==> config.mk <==
export PLATFORM = sky130hd
export DESIGN_NAME = atrm_sqrt
export DESIGN_NICKNAME = d
export VERILOG_FILES = /design/src/sv/accel_tilt_rotation_matrix_defines.svh /design/src/sv/atrm_sqrt.sv
export SDC_FILE = /design/constraint.sdc
export NUM_CORES = 1
export LEC_CHECK = 0
export BUFFER_PORTS_ARGS = -buffer_cell sky130_fd_sc_hd__buf_2
export CAP_MARGIN = 10
export CORE_UTILIZATION = 55
export CTS_BUF_LIST = sky130_fd_sc_hd__clkbuf_8
export DETAILED_ROUTE_END_ITERATION = 10
export PLACE_DENSITY_LB_ADDON = 0.2
export SYNTH_ARGS = -nofsm -noshare
export SYNTH_HDL_FRONTEND = slang
export SYNTH_SLANG_ARGS = --single-unit
==> constraint.sdc <==
create_clock -name clk_i -period 3 [get_ports clk_i]
set_input_delay 0.15 -clock clk_i [delete_from_list [all_inputs] [get_ports clk_i]]
set_output_delay 0.15 -clock clk_i [all_outputs]
set_load 0.02 [all_outputs]
==> src/sv/accel_tilt_rotation_matrix_defines.svh <==
// Assertion macros for the tilt rotation matrix block.
// Included by the top level; needs clk_i and rst_ni in the including scope.
`ifndef ACCEL_TILT_ROTATION_MATRIX_DEFINES_SVH
`define ACCEL_TILT_ROTATION_MATRIX_DEFINES_SVH

// Check a property on every rising edge outside reset.
`define ATRM_ASSERT(lbl, prop, msg) \
  lbl: assert property (@(posedge clk_i) disable iff (!rst_ni) prop) else $error(msg);

// Check that a condition is followed by a consequence in the next cycle.
`define ATRM_ASSERT_NEXT(lbl, ante, cons, msg) \
  `ATRM_ASSERT(lbl, (ante) |=> (cons), msg)

`endif

==> src/sv/atrm_sqrt.sv <==
// Pipelined integer square root, one root bit per stage.
// Gives floor(sqrt(val)). No dependencies.
module atrm_sqrt #(
  parameter int QW = 31,
  parameter int RW = 16
) (
  input  logic          clk_i,
  input  logic          en_i,
  input  logic [QW-1:0] val_i,
  output logic [RW-1:0] root_o
);

  localparam int RDW = 2 * RW;

  logic [RDW-1:0] rad_q  [RW];
  logic [RW+1:0]  rem_q  [RW];
  logic [RW-1:0]  root_q [RW];

  for (genvar j = 0; j < RW; j++) begin : g_stage
    logic [RDW-1:0] rad_in;
    logic [RW+1:0]  rem_in;
    logic [RW-1:0]  root_in;
    logic [RW+1:0]  rem_sh, trial;
    logic [RW+2:0]  sub;
    logic           ge;

    if (j == 0) begin : g_first
      assign rad_in  = RDW'(val_i);
      assign rem_in  = '0;
      assign root_in = '0;
    end else begin : g_next
      assign rad_in  = rad_q[j-1];
      assign rem_in  = rem_q[j-1];
      assign root_in = root_q[j-1];
    end

    assign rem_sh = {rem_in[RW-1:0], rad_in[RDW-1:RDW-2]};
    assign trial  = {root_in, 2'b01};
    assign sub    = {1'b0, rem_sh} - {1'b0, trial};
    assign ge     = !sub[RW+2];

    always_ff @(posedge clk_i) begin
      if (en_i) begin
        rad_q[j]  <= {rad_in[RDW-3:0], 2'b00};
        rem_q[j]  <= ge ? sub[RW+1:0] : rem_sh;
        root_q[j] <= {root_in[RW-2:0], ge};
      end
    end
  end

  assign root_o = root_q[RW-1];

endmodule

Word-level counts from Yosys, hierarchy flattened --
Memories as Yosys holds them, arrays and structs flattened. Index checks and enable logic that the tools add are counted.
Operators by class: $add $sub $neg 16, multiplexer cells 18, reduce and logical (&&, ||, !) cells 16
Operators with widths (count):
- 2-to-1 mux 18 bit | 16
- subtractor 18 x 18 -> 19 bit | 15
- zero test 1 bit | 16
- 2-to-1 mux 1 bit | 2
- subtractor 1 x 1 -> 2 bit (second input constant) | 1
Word-level totals: register bits 0, bits in writable memories 1024, input bits 33, output and inout port bits 16, logic and storage cells 53, memories kept 3
Memory list:
- rad_q | depth 16, width 30, rd ports 15, clocked after Yosys merged registers in 0, write ports 16, RTL line atrm_sqrt.sv:15 | logic [RDW-1:0] rad_q [RW];
- rem_q | depth 16, width 18, rd ports 15, clocked after Yosys merged registers in 0, write ports 16, RTL line atrm_sqrt.sv:16 | logic [RW+1:0] rem_q [RW];
- root_q | depth 16, width 16, rd ports 16, clocked after Yosys merged registers in 0, write ports 16, RTL line atrm_sqrt.sv:17 | logic [RW-1:0] root_q [RW];

Depth between registers and ports, before layout --
Gate-level depths: netlist (run 1). An unclocked memory read counts as a cell.
depth after elaboration 3, depth in mapped cells 11, depth with buffers taken out 10

Worst setup path before layout (run 1) --
OpenSTA, ideal clock, no wires.
kind register to register, from mem rem_q[1][93] (netlist bit), to mem rem_q[1][116] (netlist bit), data pin, setup time 260 ps, arrival time 2268 ps, required time 2740 ps, setup slack 472 ps, cell stages (with the launch flop) 9, buffers on the path 1, clock period less this slack 2528 ps, path through edfxtp_1 ha_1 clkbuf_2 nand2_1 a2111oi_0 nand2b_1 a31oi_2 o41ai_4 mux2_2
RTL lines (RTL line):
- from (decl) | atrm_sqrt.sv:16

==> metrics, run 1 <==
cell count after placement=between 2,000 and 3,000; Hold Vio Cnt, Final=0; worst reg-to-reg path cell count=8; largest cells by area after synthesis=edfxtp_1 (67%), ha_1 (6.3%), a21oi_1 (2.7%); post-synth top area share=about two thirds; Worst Setup Start Kind=flip-flop; ANT cells=0; area grow syn2layout=12.8%; highest cell delay on the worst timing path=roughly 0.4 ns; Root Buffer=clkbuf_8; Primary FF master, synth=edfxtp_1; post-route ant nets=0; IO Port Bufs=between 40 and 50; GR Util All Layers=roughly 18%; most common cell after layout, fill and taps aside=edfxtp_1; Min Hold Slack=approximately 0.17 ns; clock-pin slew on the worst setup and hold paths=about 0.07 ns; M2 GR Usage=31.0%; fin crit share=94.4%; number of synthesized flops with an enable pin=about 590; Max Slew Vio Count=0; Synthesis Warnings=0; pin count of the biggest net entering global routing=76; Hold Crit Depth=2; DR vias=around 15,000; Die H=about 220 um; syn avg cell area=approximately 13 sq um; CORE AREA=approximately 47,000 sq um; r2r endpoint=rem_q[1][120]; Setup Viol. Count Final=0; Worst-Margin Slew=approximately 0.69 ns; Hold Crit Class=in2reg; Max VDD drop=between 0.0005 and 0.0006 V; R2R Setup Slk=roughly 0.17 ns; Critical R2R Launch=rem_q[1][90]; Clk Latency, worst-skew pair=0.68 ns; CTS Buffer Depth=3; Hold EP=rad_q[0][22]; clock skew=0.0240 ns; Period minus WS final=between 2 and 3 ns; status=completed; Yosys cell types=between 70 and 80; Critical-path top delay cell=edfxtp_1; hold_sp=val_i[22]; Cells after Synth=about 2,000; H-tree levels=3; fraction of registers with async set or reset after synthesis=0%; syn_nets=approximately 2,100; most used routing layer=met2; CP most frequent cell=nand2b_1; CTS sink count=589; endpoint class of the critical path=flip-flop; WL per Instance=15.1 um; Ports=49; total CTS buffers=between 90 and 100; routing usage on met3=approximately 3.8%; Synth Register Bits=589; first-pass GRT wire length=approximately 71,000 um; initial core utilization=approximately 56%; dpl hpwl=roughly 29,000 um; Cell Area, Synth=around 26,000 sq um; DR pass1 iterations=5; Final nets=approximately 2,300; Vias/cell=5.38; vias in the first global route=between 15,000 and 20,000; Iter 0 DRT Violations=around 1,000; std cell rows=79; CP top delay family=compound AO/OA/AOI/OAI gates; Seq/Total Area, Yosys=66.9%; Max Freq=353 MHz; layout cells sized above 1=11.4%; initial antenna violation count=0; CP cell instances=ha_1, nand2b_1, a2111oi_2, nand2b_1, a31oi_2, o41ai_4, buf_12, mux2_2; PwrDens=between 600 and 700 nW/um^2; Worst EP arrival=3.25 ns; most frequent cells in the layout=edfxtp_1 (589), inv_1 (208), nor2_1 (149), a21oi_1 (143), ha_1 (134); grt ovf=0; WP buf/inv=1; max_slew headroom=53.6%; final std cells w/o fill=2,830; die width=221 um; full die area=slightly below 50,000 sq um; met1 Use GR=a little over a fifth; Detailed Route WL=around 43,000 um; Crit Path Category=reg2reg; Sum Neg Setup Slack=0 ns; Critical Path RT=between 3 and 4 ns; DRC=0; Yosys top cell by area=edfxtp_1; max-cap check violation count=0; static leakage=~12 nW; final core occ=between 60% and 70%; GPL Wtd Cong=0.844; CP max FO=28; CTS tree=built; RSZ-0062 raised after global routing=no
## worst max-delay path by stage
stage	from	slack, ns	depth (start not counted)	endpoint
finish	rem_q[1][90]	0.17	8	rem_q[1][120]
global route	root_q[6][17]	0.02	9	rem_q[1][120]
detailed placement	rem_q[1][18]	-0.0001	7	rem_q[1][42]
CTS	rem_q[1][91]	0.06	8	rem_q[1][120]
global placement	rem_q[1][18]	0.05	7	rem_q[1][42]
floorplan	rem_q[1][93]	0.47	8	rem_q[1][116]
## synth_stat cells (12+ instances only)
master    number
edfxtp_1     589
inv_1        181
nor2_1       149
a21oi_1      143
ha_1         134
nand2_1      108
o21ai_0       94
xnor2_1       80
xor2_1        60
nor3_1        39
o21a_1        32
nand3_1       30
mux2_2        28
nand2b_1      28
a21o_1        25
clkbuf_1      19
nor2b_1       19
or3_1         16
o31ai_1       14
a31oi_1       12
## metrics by stage
| step | worst slack (ns) | cell area, sq um | total power, W |
|---|---|---|---|
| 4_1_cts | 0.0632 | 29800 | 0.0210 |
| 2_1_floorplan | 0.472 | 26400 | 0.0134 |
| 6_report | 0.167 | 29800 | 0.0208 |
| 3_3_place_gp | 0.0490 | 27700 | 0.0144 |
| 3_5_place_dp | -0.000144 | 27700 | 0.0145 |
| 5_1_grt | 0.0158 | 29800 | 0.0220 |
## what timing repair did
action | in CTS | in global routing
gates cloned | 0 | 0
gates resized for setup | 1 | 4
setup buffers | 4 | 0
endpoints found under the hold margin | 91 | 0
hold buffers | 32 | 0
endpoints found under the setup margin | 5 | 13
pin swaps | 1 | 0
## sequential cells by signal, indices dropped and copies added, names as in the netlist
name    count
root_q    136
rad_q     240
rem_q     213
## worst reg2reg max path, stage by stage (launching register included)
cell and delay [ns]:
edfxtp_1 0.40, ha_1 0.38, nand2b_1 0.12, a2111oi_2 0.39
nand2b_1 0.22, a31oi_2 0.17, o41ai_4 0.30, buf_12 0.22
mux2_2 0.37
## kinds of logic after synthesis
logic type | count (synthesis) | synth area share, %
flip-flops | 589 | 66.9
AND/OR/NAND/NOR | 451 | 8.11
AO/OA/AOI/OAI | 401 | 9.48
buffers and inverters | 217 | 3.18
XOR/XNOR | 140 | 4.64
adder cells (fa/ha/maj) | 134 | 6.34
multiplexers | 32 | 1.34
other | 1 | 0.0142
## per-layer routing
layer	up-vias	share of wire (%)
met4	0	2.8
li1	7615	-
met3	99	3.9
met1	7216	44
met5	-	0
met2	294	50
## layout make-up
class | count | area, sq um
multi-input combinational | 1159 | 7930
clock inverter | 76 | 477
timing repair buffer | 123 | 1010
tap | 607 | 759
sequential | 589 | 17700
clock buffer | 94 | 1290
fill | 3407 | 17100
inverter | 182 | 683
## power breakdown
part           switching [W]  total [W]  internal (W)  leakage (nW)
logic                0.00202    0.00365       0.00163          5.04
registers           0.000486     0.0108        0.0103          5.66
clock network        0.00311    0.00643       0.00332         0.998
No activity file was read; power rests on OpenSTA's default activity.
==> run 2: changes to the inputs <==
- CORE_MARGIN: default -> 3
- CORE_UTILIZATION: 55 -> 65
==> metrics, run 2 (synthesis gave the netlist of run 1 again) <==
initial antenna violation count=0 (unchanged); WL per Instance=16.2 um (+7.2%); PwrDens=685 nW/um^2 (-1.9%); highest cell delay on the worst timing path=0.40 ns (about the same); Die H=208 um (-6.1%); Hold Crit Class=in2reg; Ports=49 (unchanged); pin count of the biggest net entering global routing=84 (+11%); most frequent cells in the layout=edfxtp_1 (589), inv_1 (215), nor2_1 (149), a21oi_1 (143), ha_1 (133); Max Slew Vio Count=0 (unchanged); layout cells sized above 1=10.3% (-1.1 points); first-pass GRT wire length=74,100 um (+4.1%); placed inst area=27,500 sq um (-0.65%); fin crit share=93.8% (-0.65 points); Worst Setup Start Kind=flip-flop; dpl hpwl=30,100 um (+3.3%); initial core utilization=66.2% (+9.9 points); DRC=0 (unchanged); final instance area=29,400 sq um (-1.5%); DR pass1 iterations=5 (unchanged); hold_sp=val_i[18]; Comb power frac=18.2% (+0.7 points); Seq. cell area=17,700 sq um (unchanged); area of the multi-input gates=7930 sq um (about the same); biggest regs=rad_q: 240 flops, rem_q: 213 flops, root_q: 136 flops; max_slew headroom=53.8% (+0.21 points); CORE AREA=39,900 sq um (-15%); Seq pwr share=53.6% (+2.0 points); CP cell instances=ha_1, nor2_1, a2111oi_2, nand2b_1, a31oi_2, o41ai_4, buf_4, buf_4, a21oi_1; Root Buffer=clkbuf_8; CTS sink count=589 (unchanged); Iter 0 DRT Violations=1,028 (+4.9%); full die area=43,100 sq um (-12%); Critical R2R Launch=rem_q[1][91]; Hold Vio Cnt, Final=0 (unchanged); std cell rows=73 (-7.6%); grt ovf=0 (unchanged); Max Freq=355 MHz (+0.69%); H-tree levels=3 (unchanged); max-cap check violation count=0 (unchanged); clock-pin slew on the worst setup and hold paths=0.06 ns (about the same); CP most frequent cell=buf_4; area grow syn2layout=11.2%; Detailed Route WL=44,100 um (+3.1%); final worst slack=0.187 ns (+0.0195 ns); switching power=0.00542 W (-3.6%); Worst-Margin Slew=0.688 ns (-0.00213 ns); DR vias=15,564 (+2.2%); Sum Neg Setup Slack=0 ns (unchanged); Critical Path Source=rem_q[1][91]; Crit Path Category=reg2reg; post-route ant nets=0 (unchanged); Period minus WS final=2.81 ns (-0.0195 ns); most common cell after layout, fill and taps aside=edfxtp_1; Vias/cell=5.72 (+6.3%); Worst EP arrival=3.19 ns (-0.06 ns); fillers=2,450 (-28%); GPL Wtd Cong=0.882 (+4.4%); Critical Path RT=3.38 ns (-0.03 ns); Max VDD drop=0.000564 V (+8.0%); most flop-heavy register=rad_q; Final nets=2,303 (-0.56%); final core occ=73.6% (+10 points); static leakage=11.5 nW (-1.3%); Clk pwr share=28.2% (-2.7 points); Setup Viol. Count Final=0 (unchanged); endpoint class of the critical path=flip-flop; CTS tree=built; die width=208 um (-6.1%); pre-CTS WS=-0.0152 ns (-0.0150 ns); number of flip-flops in the largest register=240 (unchanged); cell count after placement=2,535 (-3.4%); status=completed; CTS Buffer Depth=3 (unchanged); ANT cells=0 (unchanged); clock skew=0.0268 ns (+0.00273 ns); CP max FO=18 (-36%); GR Util All Layers=20.7% (+2.9 points); total CTS buffers=90 (-4.3%); Clk Latency, worst-skew pair=0.64 ns (-0.04 ns); P_int=0.0147 W (-3.3%); RSZ-0062 raised after global routing=no; final std cells w/o fill=2,722 (-3.8%); Critical-path top delay cell=ha_1; IO Port Bufs=48 (unchanged); Sw Ratio=26.9% (-0.057 points); vias in the first global route=15,811 (+4.0%)
==> run 2: cell count changes in the layout (fill, tap and decap cells not counted), sizes merged <==
cell	change
clkinvlp	-2
clkinv	-13
inv	+4
buf	-9
clkbuf	-2
bufinv	-4
==> run 2: timing repair <==
item | 4_1_cts | 5_1_grt
hold buffers | 32 | 0
cloned | 0 | 0
gates resized for setup | 0 | 4
endpoints found under the hold margin | 60 | 0
setup endpoints to repair | 7 | 14
pin swaps | 1 | 0
buffers inserted | 2 | 0
==> run 2: power groups by stage <==
stage	combinational [W]	clock, W	sequential [W]
global route	0.00411	0.00627	0.0109
finish	0.00367	0.00568	0.0108
detailed placement	0.00356	0	0.0110
floorplan	0.00268	0	0.0108
CTS	0.00364	0.00587	0.0108
global placement	0.00335	0	0.0109
==> run 2: cell type report <==
| cell class | count | share of cell area [%] |
|---|---|---|
| Sequential cell | 589 | 60.2 |
| Clock buffer | 92 | 4.31 |
| Inverter | 182 | 2.32 |
| Tap cell | 525 | 2.23 |
| Timing Repair Buffer | 114 | 3.11 |
| Multi-Input combinational cell | 1159 | 27.0 |
| Clock inverter | 61 | 0.881 |
==> run 2: critical path: cells and delay by family, from the launching register on <==
family / cells / cell delay [ns]
buffers and inverters: 2 / 0.46
DFF: 1 / 0.39
adders and majority gates: 1 / 0.40
and+or+nand+nor: 2 / 0.32
AOI/OAI and AO/OA: 4 / 0.98
==> run 2: worst paths after layout <==
path	slack (ns)	endpoint	depth (start not counted)
max	0.19	rem_q[1][110]	9
min reg2reg	0.40	rad_q[1][208]	0
min	0.24	rad_q[0][18]	2
max reg2reg	0.19	rem_q[1][110]	9
==> run 2: routing by layer <==
| metal | GRT usage (%) | wire length (um) | vias to the layer above |
|---|---|---|---|
| met5 | 0 | 0 | - |
| met4 | 9.07 | 1310 | 0 |
| met3 | 3.99 | 2080 | 94 |
| met2 | 36.4 | 22700 | 405 |
| met1 | 25.0 | 18100 | 7481 |
| li1 | - | - | 7584 |
==> run 2: metrics by stage <==
| stage | hold WS (ns) | power (W) |
|---|---|---|
| 2_1_floorplan | 0.249 | 0.0134 |
| 3_3_place_gp | 0.326 | 0.0143 |
| 3_5_place_dp | 0.328 | 0.0145 |
| 4_1_cts | 0.165 | 0.0203 |
| 5_1_grt | 0.188 | 0.0213 |
| 6_report | 0.243 | 0.0201 |
==> run 3: changes to the inputs <==
- CAP_MARGIN: 10 -> default
- RECOVER_POWER: default -> 50
==> metrics, run 3 (synthesis gave the netlist of run 1 again) <==
Critical Path RT=3.38 ns (about the same); status=finished, violations left; Hold Crit Class=in2reg; post-route ant nets=0 (unchanged); Clk Latency, worst-skew pair=0.64 ns (about the same); CP cell instances=ha_1, nor2_1, a2111oi_2, nand2b_1, a31oi_2, o41ai_4, buf_4, buf_4, a21oi_1; highest cell delay on the worst timing path=0.40 ns (about the same); DR vias=15,553 (-0.071%); most common cell after layout, fill and taps aside=edfxtp_1; grt ovf=0 (unchanged); die width=208 um (unchanged); WL per Instance=16.2 um (about the same); first-pass GRT wire length=74,100 um (unchanged); CTS Buffer Depth=3 (unchanged); Vias/cell=5.71 (about the same); max-cap check violation count=1 (+1); std cell rows=73 (unchanged); max_slew headroom=-25.3% (-79 points); Worst EP arrival=3.20 ns (about the same); RSZ-0062 raised after global routing=no; violated checks=capacitance limit, slew limit; pin count of the biggest net entering global routing=84 (unchanged); Worst Setup Start Kind=flip-flop; Final nets=2,303 (unchanged); Max VDD drop=0.000565 V (+0.18%); area of the multi-input gates=7930 sq um (unchanged); Seq. cell area=17,700 sq um (unchanged); Ports=49 (unchanged); GR Util All Layers=20.7% (unchanged); Die H=208 um (unchanged); Setup Viol. Count Final=0 (unchanged); Root Buffer=clkbuf_8; full die area=43,100 sq um (unchanged); clock-pin slew on the worst setup and hold paths=0.06 ns (about the same); Worst-Margin Slew=1.88 ns (+1.19 ns); CTS tree=built; Max Slew Vio Count=70 (+70); Detailed Route WL=44,200 um (about the same); total CTS buffers=90 (unchanged); fillers=2,457 (+0.29%); number of flip-flops in the largest register=240 (unchanged); Crit Path Category=reg2reg; vias in the first global route=15,811 (unchanged); initial core utilization=66.2% (unchanged); ANT cells=0 (unchanged); initial antenna violation count=0 (unchanged); CP most frequent cell=buf_4; GPL Wtd Cong=0.882 (unchanged); CORE AREA=39,900 sq um (unchanged); biggest regs=rad_q: 240 flops, rem_q: 213 flops, root_q: 136 flops; Power Total=0.0201 W (about the same); H-tree levels=3 (unchanged); CTS sink count=589 (unchanged); Min Hold Slack=0.241 ns (-0.00174 ns); layout cells sized above 1=10.2% (-0.091 points); Iter 0 DRT Violations=984 (-4.3%); CP max FO=18 (unchanged); Max Freq=355 MHz (-0.10%); most flop-heavy register=rad_q; PwrDens=686 nW/um^2 (+0.16%); DRC=0 (unchanged); Period minus WS final=2.82 ns (+0.00291 ns); DR pass1 iterations=6 (+1); endpoint class of the critical path=flip-flop; dpl hpwl=30,100 um (unchanged); Critical-path top delay cell=edfxtp_1; Hold Vio Cnt, Final=0 (unchanged); area grow syn2layout=10.9%; IO Port Bufs=48 (unchanged); most frequent cells in the layout=edfxtp_1 (589), inv_1 (215), nor2_1 (149), a21oi_1 (143), ha_1 (133); clock skew=0.0285 ns (+0.00173 ns); fin crit share=93.9% (+0.097 points); static leakage=11.5 nW (-0.21%)
## run 3: final cells by class
type	instances	share of cell area (%)
Sequential cell	589	60.3
Multi-Input combinational cell	1159	27.0
Clock inverter	61	0.883
Inverter	182	2.33
Clock buffer	92	4.32
Tap cell	525	2.24
Timing Repair Buffer	114	2.93
## run 3: repair_timing
action                                  CTS  global route
endpoints found under the setup margin    7            14
buffers inserted                          2             0
hold endpoints to repair                 60             0
pin swaps                                 1             0
hold buffers                             32             0
resized for setup                         0             4
## run 3: path summary, 6_finish.rpt
| kind | slack, ns | from | end | depth (start not counted) |
|---|---|---|---|---|
| worst max-delay path | 0.18 | rem_q[1][91] | rem_q[1][110] | 9 |
| worst min-delay path | 0.24 | val_i[8] | rad_q[0][8] | 2 |
| worst max register to register | 0.18 | rem_q[1][91] | rem_q[1][110] | 9 |
| worst min register to register | 0.40 | rad_q[0][205] | rad_q[0][237] | 0 |
## run 3: report_power, final
group / switching, W / total [W] / internal [W] / leakage (nW)
clock network: 0.00285 / 0.00568 / 0.00283 / 0.902
registers: 0.000508 / 0.0108 / 0.0103 / 5.66
logic: 0.00206 / 0.00366 / 0.00161 / 4.96
## run 3: routing by layer
metal  up-vias  part of all wire [%]  wire length [um]  GRT usage, %
li1       7581                     -                 -             -
met1      7459                    41             18100          25.0
met2       416                    51             22700          36.4
met3        97                   4.7              2080          3.99
met4         0                   3.0              1320          9.07
met5         -                     0                 0             0
## run 3: critical path, delay by kind of cell (launching register included)
kind | cells | cell delay, ns
fa+ha+maj | 1 | 0.40
flops | 1 | 0.40
buf+inv | 2 | 0.46
compound gates | 4 | 0.98
simple gates | 2 | 0.32
## run 3: per-stage QoR
| step | setup slack, ns | instance area [sq um] | setup TNS, ns | instances | util (%) |
|---|---|---|---|---|---|
| global placement | 0.210 | 27500 | 0 | 2535 | 68.9 |
| CTS | 0.0477 | 29400 | 0 | 2722 | 73.6 |
| floorplan | 0.472 | 26400 | 0 | 1965 | - |
| finish | 0.184 | 29300 | 0 | 2722 | 73.5 |
| detailed placement | -0.0152 | 27500 | -0.0287 | 2535 | 68.9 |
| global route | 0.0202 | 29300 | 0 | 2722 | 73.5 |
